<file path="src/hdl/sed_pkg.sv">
`default_nettype none
// ----------------------------------------------------------------------------
// sed_pkg
// Shared types, constants and helper functions of the string escape decoder.
// ----------------------------------------------------------------------------
package sed_pkg;

	// Result kinds.
	localparam logic [1:0] KIND_DATA   = 2'd0;
	localparam logic [1:0] KIND_CLOSED = 2'd1;
	localparam logic [1:0] KIND_UNTERM = 2'd2;

	// Characters with a meaning of their own.
	localparam logic [7:0] CH_NUL    = 8'h00;
	localparam logic [7:0] CH_LF     = 8'h0A;
	localparam logic [7:0] CH_CR     = 8'h0D;
	localparam logic [7:0] CH_DQUOTE = 8'h22;
	localparam logic [7:0] CH_SQUOTE = 8'h27;
	localparam logic [7:0] CH_ZERO   = 8'h30;
	localparam logic [7:0] CH_QMARK  = 8'h3F;
	localparam logic [7:0] CH_BIG_U  = 8'h55;
	localparam logic [7:0] CH_BSLASH = 8'h5C;
	localparam logic [7:0] CH_A      = 8'h61;
	localparam logic [7:0] CH_B      = 8'h62;
	localparam logic [7:0] CH_F      = 8'h66;
	localparam logic [7:0] CH_N      = 8'h6E;
	localparam logic [7:0] CH_R      = 8'h72;
	localparam logic [7:0] CH_T      = 8'h74;
	localparam logic [7:0] CH_U      = 8'h75;
	localparam logic [7:0] CH_V      = 8'h76;
	localparam logic [7:0] CH_X      = 8'h78;

	// Decoded values of the simple escapes.
	localparam logic [7:0] ESC_BEL = 8'h07;
	localparam logic [7:0] ESC_BS  = 8'h08;
	localparam logic [7:0] ESC_FF  = 8'h0C;
	localparam logic [7:0] ESC_TAB = 8'h09;
	localparam logic [7:0] ESC_VT  = 8'h0B;

	// Digit limits of the hex escapes.
	localparam logic [3:0] HEX_MAX_X  = 4'd2;
	localparam logic [3:0] HEX_MAX_U4 = 4'd4;
	localparam logic [3:0] HEX_MAX_U8 = 4'd8;

	// UTF-8 range limits and lead/continuation marks.
	localparam logic [31:0] UTF_LIM1 = 32'h0000_0080;
	localparam logic [31:0] UTF_LIM2 = 32'h0000_0800;
	localparam logic [31:0] UTF_LIM3 = 32'h0001_0000;
	localparam logic [31:0] UTF_LIM4 = 32'h0011_0000;
	localparam logic [7:0]  UTF_LEAD2 = 8'hC0;
	localparam logic [7:0]  UTF_LEAD3 = 8'hE0;
	localparam logic [7:0]  UTF_LEAD4 = 8'hF0;
	localparam logic [7:0]  UTF_CONT  = 8'h80;

	// Queue between the front and back parts.
	localparam int QDEPTH = 4;
	localparam int QPTR_W = $clog2(QDEPTH);
	localparam int QCNT_W = $clog2(QDEPTH + 1);

	// Most results one transaction can cause.
	localparam int MAX_RES = 5;

	typedef enum logic [3:0] {
		MODE_NORMAL = 4'b0001,
		MODE_ESCAPE = 4'b0010,
		MODE_HEX    = 4'b0100,
		MODE_CR     = 4'b1000
	} mode_t;

	// One queued command: the results of one input transaction.
	typedef struct packed {
		logic [MAX_RES-1:0][7:0] bytes;
		logic [2:0]              count;
		logic [1:0]              tkind;
	} cmd_t;

	typedef struct packed {
		logic full;
		logic not_empty;
	} q_stat_t;

	typedef struct packed {
		logic       ok;
		logic [3:0] d;
	} hex_t;

	typedef struct packed {
		logic [3:0][7:0] b;
		logic [2:0]      n;
	} enc_t;

	function automatic hex_t hex_digit(input logic [7:0] c);
		hex_t r;
		r = '0;
		if (c >= 8'h30 && c <= 8'h39) begin
			r.ok = 1'b1;
			r.d  = c[3:0];
		end else if ((c >= 8'h61 && c <= 8'h66) || (c >= 8'h41 && c <= 8'h46)) begin
			r.ok = 1'b1;
			r.d  = c[3:0] + 4'd9;
		end
		return r;
	endfunction

	// Byte 0 of the result goes out first. A \x value is a single raw byte.
	function automatic enc_t utf8_encode(input logic [31:0] v, input logic raw);
		enc_t r;
		r = '0;
		if (raw || v < UTF_LIM1) begin
			r.b[0] = v[7:0];
			r.n    = 3'd1;
		end else if (v < UTF_LIM2) begin
			r.b[0] = UTF_LEAD2 | {3'b000, v[10:6]};
			r.b[1] = UTF_CONT | {2'b00, v[5:0]};
			r.n    = 3'd2;
		end else if (v < UTF_LIM3) begin
			r.b[0] = UTF_LEAD3 | {4'b0000, v[15:12]};
			r.b[1] = UTF_CONT | {2'b00, v[11:6]};
			r.b[2] = UTF_CONT | {2'b00, v[5:0]};
			r.n    = 3'd3;
		end else if (v < UTF_LIM4) begin
			r.b[0] = UTF_LEAD4 | {5'b00000, v[20:18]};
			r.b[1] = UTF_CONT | {2'b00, v[17:12]};
			r.b[2] = UTF_CONT | {2'b00, v[11:6]};
			r.b[3] = UTF_CONT | {2'b00, v[5:0]};
			r.n    = 3'd4;
		end
		return r;
	endfunction

endpackage
`default_nettype wire

</file>
<file path="src/hdl/sed_in_if.sv">
`default_nettype none
// ----------------------------------------------------------------------------
// sed_in_if
// Input channel: one source byte of the literal body per transaction.
// ----------------------------------------------------------------------------
interface sed_in_if;
	logic       valid;
	logic       ready;
	logic [7:0] data_byte;
	logic       source_end;

	modport source (output valid, output data_byte, output source_end, input ready);
	modport sink   (input valid, input data_byte, input source_end, output ready);
endinterface
`default_nettype wire

</file>
<file path="src/hdl/sed_out_if.sv">
`default_nettype none
// ----------------------------------------------------------------------------
// sed_out_if
// Output channel: one decoded byte or end-of-literal result per transaction.
// ----------------------------------------------------------------------------
interface sed_out_if;
	logic       valid;
	logic       ready;
	logic [7:0] out_byte;
	logic [1:0] kind;
	logic       last;

	modport source (output valid, output out_byte, output kind, output last, input ready);
	modport sink   (input valid, input out_byte, input kind, input last, output ready);
endinterface
`default_nettype wire

</file>
<file path="src/hdl/string_escape_utf8_decoder.sv">
`default_nettype none
// ----------------------------------------------------------------------------
// string_escape_utf8_decoder
// Decodes the body of a C-style string literal into bytes, with UTF-8 output
// for universal character names.
// ----------------------------------------------------------------------------
// The block takes one source byte per cycle while its queue is not full and gives
// one result per cycle while the receiver is ready. A source byte that causes
// 0 to 5 results holds the output side until all have gone out; a four-entry
// command queue between the decode front end and the output sequencer absorbs
// such bursts, so input stalls only when that queue is full. An accepted
// byte's first result passes through a queue entry and then the output register.
// Each literal ends with a closed or unterminated result marked last, after
// which the next byte starts a new body.
module string_escape_utf8_decoder (
	input  wire        clk,
	input  wire        arst_n,
	sed_in_if.sink     in_ch,
	sed_out_if.source  out_ch
);

	sed_pkg::cmd_t     wr_cmd;
	sed_pkg::cmd_t     head;
	sed_pkg::q_stat_t  q_stat;
	logic              push;
	logic              pop;

	sed_front u_front (
		.clk    (clk),
		.arst_n (arst_n),
		.in_ch  (in_ch),
		.q_stat (q_stat),
		.cmd    (wr_cmd),
		.push   (push)
	);

	sed_queue u_queue (
		.clk    (clk),
		.arst_n (arst_n),
		.push   (push),
		.wr_cmd (wr_cmd),
		.pop    (pop),
		.rd_cmd (head),
		.stat   (q_stat)
	);

	sed_back u_back (
		.clk    (clk),
		.arst_n (arst_n),
		.head   (head),
		.q_stat (q_stat),
		.pop    (pop),
		.out_ch (out_ch)
	);

endmodule
`default_nettype wire

</file>
<file path="src/hdl/sed_front.sv">
`default_nettype none
// ----------------------------------------------------------------------------
// sed_front
// Front part: accepts source bytes, runs the escape state machine and turns
// each transaction with results into one command holding all of its results.
// ----------------------------------------------------------------------------
module sed_front (
	input  wire               clk,
	input  wire               arst_n,
	sed_in_if.sink            in_ch,
	input  sed_pkg::q_stat_t  q_stat,
	output sed_pkg::cmd_t     cmd,
	output logic              push
);

	sed_pkg::mode_t mode_q, mode_d;
	logic [31:0]    hex_q, hex_d;
	logic [3:0]     taken_q, taken_d;
	logic [3:0]     allowed_q, allowed_d;

	logic [7:0]     b;
	logic           fin;
	logic           accept;
	sed_pkg::hex_t  hd;
	sed_pkg::enc_t  enc;
	logic           do_flush;
	logic [31:0]    flush_v;
	logic           do_plain;
	logic [1:0]     esc_n;
	logic [7:0]     esc_b0;
	logic           p_valid;
	logic [7:0]     p_byte;
	logic [1:0]     p_kind;
	logic [sed_pkg::MAX_RES-1:0][7:0] res;
	logic [2:0]     n;

	assign b           = in_ch.data_byte;
	assign fin         = in_ch.source_end;
	assign in_ch.ready = !q_stat.full;
	assign accept      = in_ch.valid && in_ch.ready;
	assign hd          = sed_pkg::hex_digit(b);

	always_comb begin
		mode_d    = mode_q;
		hex_d     = hex_q;
		taken_d   = taken_q;
		allowed_d = allowed_q;
		do_flush  = 1'b0;
		flush_v   = hex_q;
		do_plain  = 1'b0;
		esc_n     = 2'd0;
		esc_b0    = '0;
		p_valid   = 1'b0;
		p_byte    = '0;
		p_kind    = sed_pkg::KIND_DATA;

		case (mode_q)
			sed_pkg::MODE_ESCAPE: begin
				mode_d = sed_pkg::MODE_NORMAL;
				if (fin) begin
					p_valid = 1'b1;
					p_kind  = sed_pkg::KIND_UNTERM;
				end else begin
					esc_n = 2'd1;
					case (b)
						sed_pkg::CH_A:      esc_b0 = sed_pkg::ESC_BEL;
						sed_pkg::CH_B:      esc_b0 = sed_pkg::ESC_BS;
						sed_pkg::CH_F:      esc_b0 = sed_pkg::ESC_FF;
						sed_pkg::CH_N:      esc_b0 = sed_pkg::CH_LF;
						sed_pkg::CH_R:      esc_b0 = sed_pkg::CH_CR;
						sed_pkg::CH_T:      esc_b0 = sed_pkg::ESC_TAB;
						sed_pkg::CH_V:      esc_b0 = sed_pkg::ESC_VT;
						sed_pkg::CH_BSLASH: esc_b0 = b;
						sed_pkg::CH_SQUOTE: esc_b0 = b;
						sed_pkg::CH_DQUOTE: esc_b0 = b;
						sed_pkg::CH_QMARK:  esc_b0 = b;
						sed_pkg::CH_ZERO:   esc_b0 = sed_pkg::CH_NUL;
						sed_pkg::CH_X, sed_pkg::CH_U, sed_pkg::CH_BIG_U: begin
							esc_n   = 2'd0;
							mode_d  = sed_pkg::MODE_HEX;
							hex_d   = '0;
							taken_d = '0;
							if (b == sed_pkg::CH_X) begin
								allowed_d = sed_pkg::HEX_MAX_X;
							end else if (b == sed_pkg::CH_U) begin
								allowed_d = sed_pkg::HEX_MAX_U4;
							end else begin
								allowed_d = sed_pkg::HEX_MAX_U8;
							end
						end
						sed_pkg::CH_LF: esc_n = 2'd0;
						sed_pkg::CH_CR: begin
							esc_n  = 2'd0;
							mode_d = sed_pkg::MODE_CR;
						end
						default: begin
							// Unknown escape: the backslash and the byte itself.
							esc_n  = 2'd2;
							esc_b0 = sed_pkg::CH_BSLASH;
						end
					endcase
				end
			end
			sed_pkg::MODE_HEX: begin
				if (!fin && hd.ok) begin
					hex_d   = {hex_q[27:0], hd.d};
					taken_d = taken_q + 4'd1;
					if (taken_d >= allowed_q) begin
						do_flush = 1'b1;
						flush_v  = hex_d;
						mode_d   = sed_pkg::MODE_NORMAL;
					end
				end else begin
					// The byte that ends the run is decoded after the value.
					do_flush = 1'b1;
					do_plain = 1'b1;
				end
			end
			sed_pkg::MODE_CR: begin
				mode_d   = sed_pkg::MODE_NORMAL;
				do_plain = fin || (b != sed_pkg::CH_LF);
			end
			default: do_plain = 1'b1;
		endcase

		if (do_plain) begin
			mode_d = sed_pkg::MODE_NORMAL;
			if (fin || b == sed_pkg::CH_NUL) begin
				p_valid = 1'b1;
				p_kind  = sed_pkg::KIND_UNTERM;
			end else if (b == sed_pkg::CH_DQUOTE) begin
				p_valid = 1'b1;
				p_kind  = sed_pkg::KIND_CLOSED;
			end else if (b == sed_pkg::CH_BSLASH) begin
				mode_d = sed_pkg::MODE_ESCAPE;
			end else begin
				p_valid = 1'b1;
				p_byte  = b;
			end
		end
	end

	assign enc = sed_pkg::utf8_encode(flush_v, allowed_q == sed_pkg::HEX_MAX_X);

	always_comb begin
		res = '0;
		n   = '0;
		if (do_flush) begin
			res[3:0] = enc.b;
			n        = enc.n;
		end
		if (esc_n != 2'd0) begin
			res[0] = esc_b0;
			res[1] = b;
			n      = {1'b0, esc_n};
		end
		if (p_valid) begin
			res[n] = p_byte;
			n      = n + 3'd1;
		end
	end

	assign cmd.bytes = res;
	assign cmd.count = n;
	assign cmd.tkind = p_valid ? p_kind : sed_pkg::KIND_DATA;
	assign push      = accept && (n != 3'd0);

	always_ff @(posedge clk or negedge arst_n) begin
		if (!arst_n) begin
			mode_q    <= sed_pkg::MODE_NORMAL;
			hex_q     <= '0;
			taken_q   <= '0;
			allowed_q <= '0;
		end else if (accept) begin
			mode_q    <= mode_d;
			hex_q     <= hex_d;
			taken_q   <= taken_d;
			allowed_q <= allowed_d;
		end
	end

endmodule
`default_nettype wire

</file>
<file path="src/hdl/sed_queue.sv">
`default_nettype none
// ----------------------------------------------------------------------------
// sed_queue
// Short command queue that lets the front and back parts stall separately.
// ----------------------------------------------------------------------------
module sed_queue (
	input  wire               clk,
	input  wire               arst_n,
	input  logic              push,
	input  sed_pkg::cmd_t     wr_cmd,
	input  logic              pop,
	output sed_pkg::cmd_t     rd_cmd,
	output sed_pkg::q_stat_t  stat
);

	sed_pkg::cmd_t                  mem_q [sed_pkg::QDEPTH];
	logic [sed_pkg::QPTR_W-1:0]     wr_ptr_q;
	logic [sed_pkg::QPTR_W-1:0]     rd_ptr_q;
	logic [sed_pkg::QCNT_W-1:0]     cnt_q;
	logic                           do_push;
	logic                           do_pop;

	assign stat.full      = (cnt_q == sed_pkg::QCNT_W'(sed_pkg::QDEPTH));
	assign stat.not_empty = (cnt_q != '0);
	assign do_push        = push && !stat.full;
	assign do_pop         = pop && stat.not_empty;
	assign rd_cmd         = mem_q[rd_ptr_q];

	always_ff @(posedge clk) begin
		if (do_push) begin
			mem_q[wr_ptr_q] <= wr_cmd;
		end
	end

	always_ff @(posedge clk or negedge arst_n) begin
		if (!arst_n) begin
			wr_ptr_q <= '0;
			rd_ptr_q <= '0;
			cnt_q    <= '0;
		end else begin
			if (do_push) begin
				wr_ptr_q <= (wr_ptr_q == sed_pkg::QPTR_W'(sed_pkg::QDEPTH - 1)) ?
					'0 : wr_ptr_q + 1'b1;
			end
			if (do_pop) begin
				rd_ptr_q <= (rd_ptr_q == sed_pkg::QPTR_W'(sed_pkg::QDEPTH - 1)) ?
					'0 : rd_ptr_q + 1'b1;
			end
			if (do_push && !do_pop) begin
				cnt_q <= cnt_q + 1'b1;
			end else if (do_pop && !do_push) begin
				cnt_q <= cnt_q - 1'b1;
			end
		end
	end

endmodule
`default_nettype wire

</file>
<file path="src/hdl/sed_back.sv">
`default_nettype none
// ----------------------------------------------------------------------------
// sed_back
// Back part: walks the results of the head command one per cycle into the
// output register, while the receiver does not stall it.
// ----------------------------------------------------------------------------
module sed_back (
	input  wire               clk,
	input  wire               arst_n,
	input  sed_pkg::cmd_t     head,
	input  sed_pkg::q_stat_t  q_stat,
	output logic              pop,
	sed_out_if.source         out_ch
);

	logic [2:0] idx_q;
	logic       valid_q;
	logic [7:0] byte_q;
	logic [1:0] kind_q;
	logic       last_q;
	logic       load;
	logic       is_last;

	assign load    = q_stat.not_empty && (!valid_q || out_ch.ready);
	assign is_last = (idx_q == head.count - 3'd1);
	assign pop     = load && is_last;

	assign out_ch.valid    = valid_q;
	assign out_ch.out_byte = byte_q;
	assign out_ch.kind     = kind_q;
	assign out_ch.last     = last_q;

	always_ff @(posedge clk or negedge arst_n) begin
		if (!arst_n) begin
			valid_q <= 1'b0;
			idx_q   <= '0;
		end else begin
			if (load) begin
				valid_q <= 1'b1;
				idx_q   <= is_last ? 3'd0 : idx_q + 3'd1;
			end else if (out_ch.ready) begin
				valid_q <= 1'b0;
			end
		end
	end

	always_ff @(posedge clk) begin
		if (load) begin
			byte_q <= head.bytes[idx_q];
			kind_q <= is_last ? head.tkind : sed_pkg::KIND_DATA;
			last_q <= is_last;
		end
	end

endmodule
`default_nettype wire

</file>
<file path="src/flat_wrapper.sv">
// flat-port wrapper written by rule: the top's interface ports become plain ports
module string_escape_utf8_decoder_flat 
  (clk, arst_n, in_ch_valid, in_ch_data_byte, in_ch_source_end, in_ch_ready, out_ch_valid, out_ch_out_byte, out_ch_kind, out_ch_last, out_ch_ready);
  sed_in_if in_ch_i ();
  sed_out_if out_ch_i ();
  input  wire clk;
  input  wire arst_n;
  input wire logic [$bits(in_ch_i.valid)-1:0] in_ch_valid;
  input wire logic [$bits(in_ch_i.data_byte)-1:0] in_ch_data_byte;
  input wire logic [$bits(in_ch_i.source_end)-1:0] in_ch_source_end;
  output wire logic [$bits(in_ch_i.ready)-1:0] in_ch_ready;
  output wire logic [$bits(out_ch_i.valid)-1:0] out_ch_valid;
  output wire logic [$bits(out_ch_i.out_byte)-1:0] out_ch_out_byte;
  output wire logic [$bits(out_ch_i.kind)-1:0] out_ch_kind;
  output wire logic [$bits(out_ch_i.last)-1:0] out_ch_last;
  input wire logic [$bits(out_ch_i.ready)-1:0] out_ch_ready;
  assign in_ch_i.valid = in_ch_valid;
  assign in_ch_i.data_byte = in_ch_data_byte;
  assign in_ch_i.source_end = in_ch_source_end;
  assign in_ch_ready = in_ch_i.ready;
  assign out_ch_valid = out_ch_i.valid;
  assign out_ch_out_byte = out_ch_i.out_byte;
  assign out_ch_kind = out_ch_i.kind;
  assign out_ch_last = out_ch_i.last;
  assign out_ch_i.ready = out_ch_ready;
  string_escape_utf8_decoder u_core (.clk(clk), .arst_n(arst_n), .in_ch(in_ch_i), .out_ch(out_ch_i));
endmodule
</file>
<file path="config.mk">
export PLATFORM = sky130hd
export DESIGN_NAME = string_escape_utf8_decoder_flat
export DESIGN_NICKNAME = d
export VERILOG_FILES = /design/src/hdl/sed_pkg.sv /design/src/hdl/sed_in_if.sv /design/src/hdl/sed_out_if.sv /design/src/hdl/string_escape_utf8_decoder.sv /design/src/hdl/sed_front.sv /design/src/hdl/sed_queue.sv /design/src/hdl/sed_back.sv /design/src/flat_wrapper.sv
export SDC_FILE = /design/constraint.sdc
export NUM_CORES = 1
export LEC_CHECK = 0
export BUFFER_PORTS_ARGS = -buffer_cell sky130_fd_sc_hd__buf_2
export CORE_UTILIZATION = 35
export DETAILED_ROUTE_END_ITERATION = 8
export PLACE_DENSITY = 0.59
export SYNTH_ARGS = -nofsm -noshare
export SYNTH_HDL_FRONTEND = slang
export SYNTH_SLANG_ARGS = --single-unit
</file>
<file path="constraint.sdc">
create_clock -name clk -period 5.32 [get_ports clk]
set_input_delay 0.798 -clock clk [delete_from_list [all_inputs] [get_ports clk]]
set_output_delay 0.798 -clock clk [all_outputs]
set_load 0.03 [all_outputs]
</file>
Word level (Yosys, flattened, before mapping)
Memories as Yosys holds them, arrays and structs flattened.
Index checks and enable logic that the tools add are counted.

storage, ports and cells
  flip-flop bits (word level) = 66
  memory bits (writable) = 180
  input port bits = 13
  output and inout bits = 13
  memories = 1

operators by class
  $add $sub $neg = 9
  order comparisons = 14
  equality and inequality tests = 31
  muxes and demuxes = 81
  bitwise logic cells = 1
  reduce and logical (&&, ||, !) cells = 39

memories
  name                  words  bits a word  rd ports  clocked after memory_dff  write ports  line             text
  u_core.u_queue.mem_q  4      45           1         0                         1            sed_queue.sv:16  sed_pkg::cmd_t mem_q [sed_pkg::QDEPTH];

operator list
  cell                  count
  $mux 32               7
  $mux 35               4
  $eq 8x7->1 const B    11
  $mux 8                9
  $pmux 8 s9            1
  $pmux 32 s2           1
  $bwmux 40             1
  $mux 40               1
  $mux 4                9
  $eq 8x6->1 const B    4
  $lt 32x12->1 const B  1
  $lt 32x17->1 const B  1
  $lt 32x21->1 const B  1
  $lt 32x8->1 const B   1
  $mux 16               2
  $mux 27               1
  $mux 2                13
  $bmux 8 s3            1
  $demux 8 s3           1
  $mux 24               1
  $mux 19               1
  $mux 3                6
  $eq 8x4->1 const B    2
  $ge 8x7->1 const B    2
  42 further kinds      93

Longest topological paths before layout
  depth after elaboration = 27
  depth in mapped cells = 20
  mapped depth without buffers = 19

Hierarchy
From an unflattened synthesis, not the netlist that was laid out.

second synthesis, totals
  cell total of the unflattened synthesis = 900
  area total of the unflattened synthesis = 12050.3 um^2

modules (own cells, without submodules)
  module     instances  cells an instance  area an instance (um^2)  seq. area each (um^2)
  sed_queue  1          272                6944.2                   5580.4
  sed_front  1          553                4174.0                   1077.3
  sed_back   1          75                 932.1                    430.4

Least setup slack after synthesis
OpenSTA, ideal clock, no wires.

  path type = input-to-reg
  start point = in in_ch_data_byte[1]
  end point = mem u_core.u_queue.mem_q[3][0] (netlist bit), enable pin
  setup time = 0.407 ns
  arrival time = 4.599 ns
  required time = 4.913 ns
  setup slack = 0.314 ns
  stages = 14
  path through = buf_2 -> inv_1 -> ha_1 -> or3b_2 -> and4_1 -> o211ai_1 -> buf_6 -> mux2i_1 -> o22ai_4 -> ha_1 -> nand3b_1 -> o31ai_1 -> a21oi_2 -> and2_1

on the way
  longest elaborated chain between the ends = 25
  elaborated cells between the ends (all ways) = 73
  classes of those cells = add/sub (2); order compare (10); eq/ne (18); mux (28); reduce/logical (15)

ends and longest elaborated chain
  element                                              line                                text
  from (decl)                                          flat_wrapper.sv:9                   input wire logic [$bits(in_ch_i.data_byte)-1:0] in_ch_data_byte;
  $ge 8x7->1 / $le 8x7->1 (equally long branches)      sed_pkg.sv:98                       end else if ((c >= 8'h61 && c <= 8'h66) || (c >= 8'h41 && c <= 8'h46)) begin
  $logic_and 1x1->1                                    sed_pkg.sv:98
  $logic_or 1x1->1                                     sed_pkg.sv:98
  $mux 5                                               sed_pkg.sv:98
  $mux 5                                               sed_pkg.sv:95                       if (c >= 8'h30 && c <= 8'h39) begin
  $mux 32 / $logic_and 1x1->1 (equally long branches)  sed_front.sv:108, sed_front.sv:105
  $mux 32                                              sed_front.sv:105                    if (!fin && hd.ok) begin
  $mux 32                                              sed_front.sv:57                     case (mode_q)
  (+10 left out)                                       n/a
  $add 3x1->3                                          sed_front.sv:159                    n = n + 3'd1;
  $mux 3 (*)                                           sed_front.sv:157                    if (p_valid) begin
  $reduce_bool 3->1 (*)                                sed_front.sv:166                    assign push = accept && (n != 3'd0);
  $logic_and 1x1->1 (*)                                sed_front.sv:166
  $logic_and 1x1->1 (*)                                sed_queue.sv:25                     assign do_push = push && !stat.full;
  via u_core.u_queue.do_push                           sed_queue.sv:20                     logic do_push;
  $mux 1 (*)                                           sed_queue.sv:30                     if (do_push) begin
  $mux 1 (implied by the code) (*)                     sed_queue.sv:31                     mem_q[wr_ptr_q] <= wr_cmd;
  to (decl)                                            sed_queue.sv:16

Mark *: on every way through the listed nets, which the timed path passes. The rest lies on a longest branch. The select of a mux whose other input is x is not followed.

Worst setup path after layout
  start point = reg u_core.u_front.taken_q[0]
  end point = reg u_core.u_queue.cnt_q[2] (netlist bit)

on the way
  longest elaborated chain between the ends = 23
  elaborated cells between the ends (all ways) = 32
  classes of those cells = add/sub (2); order compare (5); mux (17); reduce/logical (8)

ends and longest elaborated chain
  element                             line              text
  from (decl)                         sed_front.sv:18   logic [3:0] taken_q, taken_d;
  from (signal assigned)              sed_front.sv:177  taken_q <= taken_d;
  $add 4x1->4 (*)                     sed_front.sv:107  taken_d = taken_q + 4'd1;
  $ge 4x4->1 (*)                      sed_front.sv:108  if (taken_d >= allowed_q) begin
  $mux 32                             sed_front.sv:108
  $mux 32                             sed_front.sv:105
  $mux 32                             sed_front.sv:57
  $lt 32x21->1                        sed_pkg.sv:121    end else if (v < UTF_LIM4) begin
  $mux 35                             sed_pkg.sv:121
  $mux 35                             sed_pkg.sv:116    end else if (v < UTF_LIM3) begin
  (+8 left out)                       n/a
  $mux 3 (*)                          sed_front.sv:157
  $reduce_bool 3->1 (*)               sed_front.sv:166
  $logic_and 1x1->1 (*)               sed_front.sv:166
  $logic_and 1x1->1 (*)               sed_queue.sv:25
  via u_core.u_queue.do_push          sed_queue.sv:20
  $logic_not 1->1                     sed_queue.sv:51   end else if (do_pop && !do_push) begin
  $logic_and 1x1->1                   sed_queue.sv:51
  $reduce_bool 2->1 (no source line)  n/a
  to (signal assigned)                sed_queue.sv:50   cnt_q <= cnt_q + 1'b1;
  to (signal assigned)                sed_queue.sv:52   cnt_q <= cnt_q - 1'b1;
  to (decl)                           sed_queue.sv:19   logic [sed_pkg::QCNT_W-1:0] cnt_q;

Marks and branches as above.
A chain may end at the register's enable or synchronous reset.

==> flow_metrics.py <==
metrics = {
    "status": {
        "status": "completed",
    },
    "synth": {
        "avgSynthCellArea_um2": 12.86,
        "synth_area_um2": 12000,
        "ys_ff_latch": 245,
        "synth_edf_count": 191,
        "netlist_instances": 933,
        "synth-main-ff-cell": "edfxtp_1",
        "async_reset_ff_frac": 0.2204,
        "yosys_warnings": 0,
        "syn-num-nets": 965,
        "synth_cell_types": 87,
        "ys_seq_area_frac": 0.5905,
    },
    "layout": {
        "seq_area_um2": 7093,
        "multiInputGateArea_um2": 4552,
        "areaGrowthSynthToFinish_pct": 11.88,
        "drive_above_1_share": 0.1818,
        "layout.cells.non_filler": 1416,
        "antenna_cells": 0,
        "finalNetCount": 981,
        "fillers": 3156,
    },
    "clocking": {
        "cts_tree": "yes",
        "clk_path_buf_depth": 3,
        "holdBufCountCts": 0,
        "cts-root-buf": "clkbuf_16",
        "cts_resized": 0,
        "htree_levels": 1,
        "post_cts_buffers": 0,
        "clk_latency_ns": 0.54,
        "clkSinkCount": 245,
        "cts_buffers": 26,
        "clk_pin_slew_ns": 0.06,
    },
    "setup_path": {
        "path_max_fanout": 4,
        "worstPathRequired_ns": 5.78,
        "cp-start-kind": "flip-flop",
        "criticalPathCategory": "reg -> reg",
        "r2r_start": "u_core.u_front.taken_q[0]",
        "cp-end-kind": "flip-flop",
        "startpoint": "u_core.u_front.taken_q[0]",
        "crit_path_end": "u_core.u_queue.cnt_q[2]",
        "cp_cell_sequence": "ha_1, xor2_1, ha_1, nand2_1, o21ai_0, o211ai_1, mux2_2, nand3_1, nand2_1, ha_1, nand3b_1, o31ai_1, a21oi_2, ha_1, inv_1, fa_1, xor2_1, nor2_1, xor2_1",
        "crit_arrival_ns": 4.95,
        "cp_common_cell": "ha_1",
        "r2r-end": "u_core.u_queue.cnt_q[2]",
        "reg2regPathDepth": 19,
        "rrSetupSlack_ns": 0.82,
        "critical_path.max_stage_delay_ns": 0.53,
        "crit_slowest_cell": "o21ai_0",
    },
    "timing": {
        "setup_viol": 0,
        "final-hold-violation-count": 0,
        "rsz0062_at_grt": "no",
        "fin_skew_ns": 0.01248,
        "setup_tns_ns": 0,
        "fmax_mhz": 222.3,
        "worst_slew_pin_slew_ns": 0.8885,
        "finalCriticalPeriod_ns": 4.499,
        "relSlewSlack": 0.4065,
        "period_share": 0.8456,
        "maxSlewViolCount": 0,
    },
    "placement": {
        "dp_hpwl_mm": 18.89,
        "place_inst": 1369,
        "io_buffers": 25,
        "gp_congestion": 0.8717,
    },
    "hold_path": {
        "min_path_type": "in -> async",
    },
    "route": {
        "first_pass_iters": 5,
        "via_count": 7692,
        "postRouteAntennaNets": 0,
        "postRouteWirelength_mm": 28.17,
        "drt_iter0_drc": 636,
        "routedWlPerCell_um": 19.90,
        "viasPerCell": 5.432,
        "drc": 0,
    },
    "floorplan": {
        "num_rows": 67,
        "die_h_um": 187.2,
        "die_area_um2": 35040,
        "io_pins": 26,
        "die_w_um": 187.2,
        "initial_core_util": 0.3571,
        "core-area_um2": 33620,
    },
    "pwr": {
        "power_leakage_nw": 4.724,
        "ir_drop_mv": 0.2127,
        "power.density_nw_per_um2": 443.9,
    },
    "global_route": {
        "grt_pass1_wl_mm": 44.88,
        "antenna_found_initial": 0,
        "grt_use_total": 0.1637,
        "grt_pass1_vias": 7675,
        "gr-total-overflow": 0,
        "grt_max_degree": 55,
    },
    "flow_run": {
        "drv_cap": 0,
    },
}
==> sequential cells by signal (all words and copies together) (netlist names) <==
name,flops
u_core.u_queue.cnt_q,3
u_core.u_queue.mem_q,180
u_core.u_back.out_ch.valid,1
u_core.u_front.hex_q,32
u_core.u_queue.rd_ptr_q,2
u_core.u_front.allowed_q,3
u_core.u_back.out_ch.kind,2
u_core.u_back.out_ch.last,1
u_core.u_queue.wr_ptr_q,2
u_core.u_back.idx_q,3
u_core.u_front.taken_q,4
u_core.u_front.mode_q,4
u_core.u_back.out_ch.out_byte,8
==> power breakdown <==
group          internal, mW  total [mW]  switching, mW
Sequential             2.50        2.72          0.218
Clock                 0.986        1.71          0.728
Combinational         0.694        1.53          0.832
Total                  4.18        5.96           1.78
==> logic make-up after synthesis <==
logic type | after synthesis | share of synthesized area
adders and majority gates | 19 | 0.02043
xor gates and xnor gates | 13 | 0.009486
AOI/OAI and AO/OA | 200 | 0.1059
buffers and inverters | 81 | 0.03148
muxes | 96 | 0.1287
and+or+nand+nor | 279 | 0.1134
DFF | 245 | 0.5905
==> metal layers <==
| layer | part of all wire | global-route usage |
|---|---|---|
| met5 | 0 | 0.002747 |
| met4 | 0.028 | 0.04792 |
| met3 | 0.048 | 0.02627 |
| met2 | 0.45 | 0.2568 |
| met1 | 0.47 | 0.2336 |
==> cells in the final DEF, fill, tap and decap left out, types with 5 or more instances in the layout <==
| cell type | Yosys | routed |
|---|---|---|
| inv_1 | 24 | 24 |
| clkinv_2 | 0 | 7 |
| mux4_2 | 45 | 45 |
| xnor2_1 | 10 | 10 |
| buf_4 | 2 | 16 |
| nand3_1 | 15 | 15 |
| o21a_1 | 5 | 5 |
| and3_1 | 5 | 5 |
| clkinv_1 | 0 | 5 |
| nor2_1 | 62 | 62 |
| ha_1 | 18 | 18 |
| clkbuf_1 | 32 | 5 |
| mux2_2 | 17 | 17 |
| mux2i_1 | 34 | 34 |
| nand2_1 | 121 | 121 |
| edfxtp_1 | 191 | 191 |
| o31ai_1 | 16 | 16 |
| dfrtp_1 | 53 | 51 |
| o22ai_1 | 16 | 16 |
| and2_1 | 10 | 6 |
| nor3_1 | 8 | 8 |
| buf_2 | 8 | 25 |
| nor4_1 | 9 | 9 |
| o21ai_0 | 72 | 72 |
| a211oi_1 | 8 | 8 |
| clkbuf_16 | 0 | 27 |
| nor2b_1 | 9 | 9 |
| a21oi_1 | 36 | 36 |
==> stage by stage <==
step	utilization	setup WS, ns	cell area [µm²]	hold slack (ns)	power (mW)
floorplan	-	0.3144	12000	0.4485	3.861
global placement	0.3754	0.4840	12620	0.4694	4.308
detailed placement	0.3754	0.3545	12620	0.4758	4.337
CTS	0.3995	0.7533	13430	0.4329	6.063
global route	0.3995	0.3961	13430	0.4730	6.288
finish	0.3995	0.8214	13430	0.3942	5.962
==> Yosys cell counts (all sizes together) (3+ instances only) <==
master | instances | area share
a21boi | 3 | 0.0019
o22a | 4 | 0.0029
or3 | 4 | 0.0022
nor3 | 9 | 0.0042
nor2b | 9 | 0.0047
a31oi | 3 | 0.0016
o31ai | 16 | 0.010
clkbuf | 37 | 0.015
inv | 24 | 0.0075
o22ai | 17 | 0.010
o211ai | 5 | 0.0035
nor4 | 10 | 0.0065
o21a | 5 | 0.0031
buf | 20 | 0.0090
xnor2 | 10 | 0.0073
mux2 | 17 | 0.016
and3 | 5 | 0.0026
nand3b | 3 | 0.0019
ha | 18 | 0.019
nand2b | 3 | 0.0016
or4 | 7 | 0.0056
mux2i | 34 | 0.028
nand4 | 4 | 0.0021
a21oi | 37 | 0.016
and2 | 10 | 0.0052
mux4 | 45 | 0.084
a211oi | 8 | 0.0050
nand2 | 121 | 0.038
edfxtp | 191 | 0.48
nand3 | 16 | 0.0071
dfrtp | 53 | 0.11
o21ai | 76 | 0.032
xor2 | 3 | 0.0022
nor2 | 63 | 0.020
o31a | 3 | 0.0023
==> layout make-up <==
type,instances,area share
well taps,448,0.04174
clock inverters,14,0.007454
multi-input cells,607,0.3390
flip-flops and latches,245,0.5282
repair buffers,45,0.02422
inverters,24,0.006708
clock buffers,33,0.05273
==> worst max-delay path: cells and delay by family, from the launching register on <==
| kind | cells | cell delay (ns) |
|---|---|---|
| adder cells (fa/ha/maj) | 5 | 1.42 |
| AO/OA/AOI/OAI | 4 | 1.19 |
| AND/OR/NAND/NOR | 5 | 0.49 |
| XOR/XNOR | 3 | 0.48 |
| flip-flops | 1 | 0.41 |
| multiplexers | 1 | 0.38 |
| buffers and inverters | 1 | 0.07 |
==> how the worst min path moves through the flow <==
| stage | from | end | cells past startpoint |
|---|---|---|---|
| after floorplan | u_core.u_front.allowed_q[2] | u_core.u_front.allowed_q[2] | 2 |
| after global routing | arst_n | u_core.u_front.hex_q[4] | 2 |
| after global placement | u_core.u_front.hex_q[28] | u_core.u_front.hex_q[28] | 2 |
| after detailed placement | u_core.u_front.hex_q[30] | u_core.u_front.hex_q[30] | 2 |
| after CTS | arst_n | u_core.u_front.hex_q[18] | 2 |
| final | arst_n | u_core.u_front.hex_q[17] | 2 |
Power figures use the tool's default switching activity.
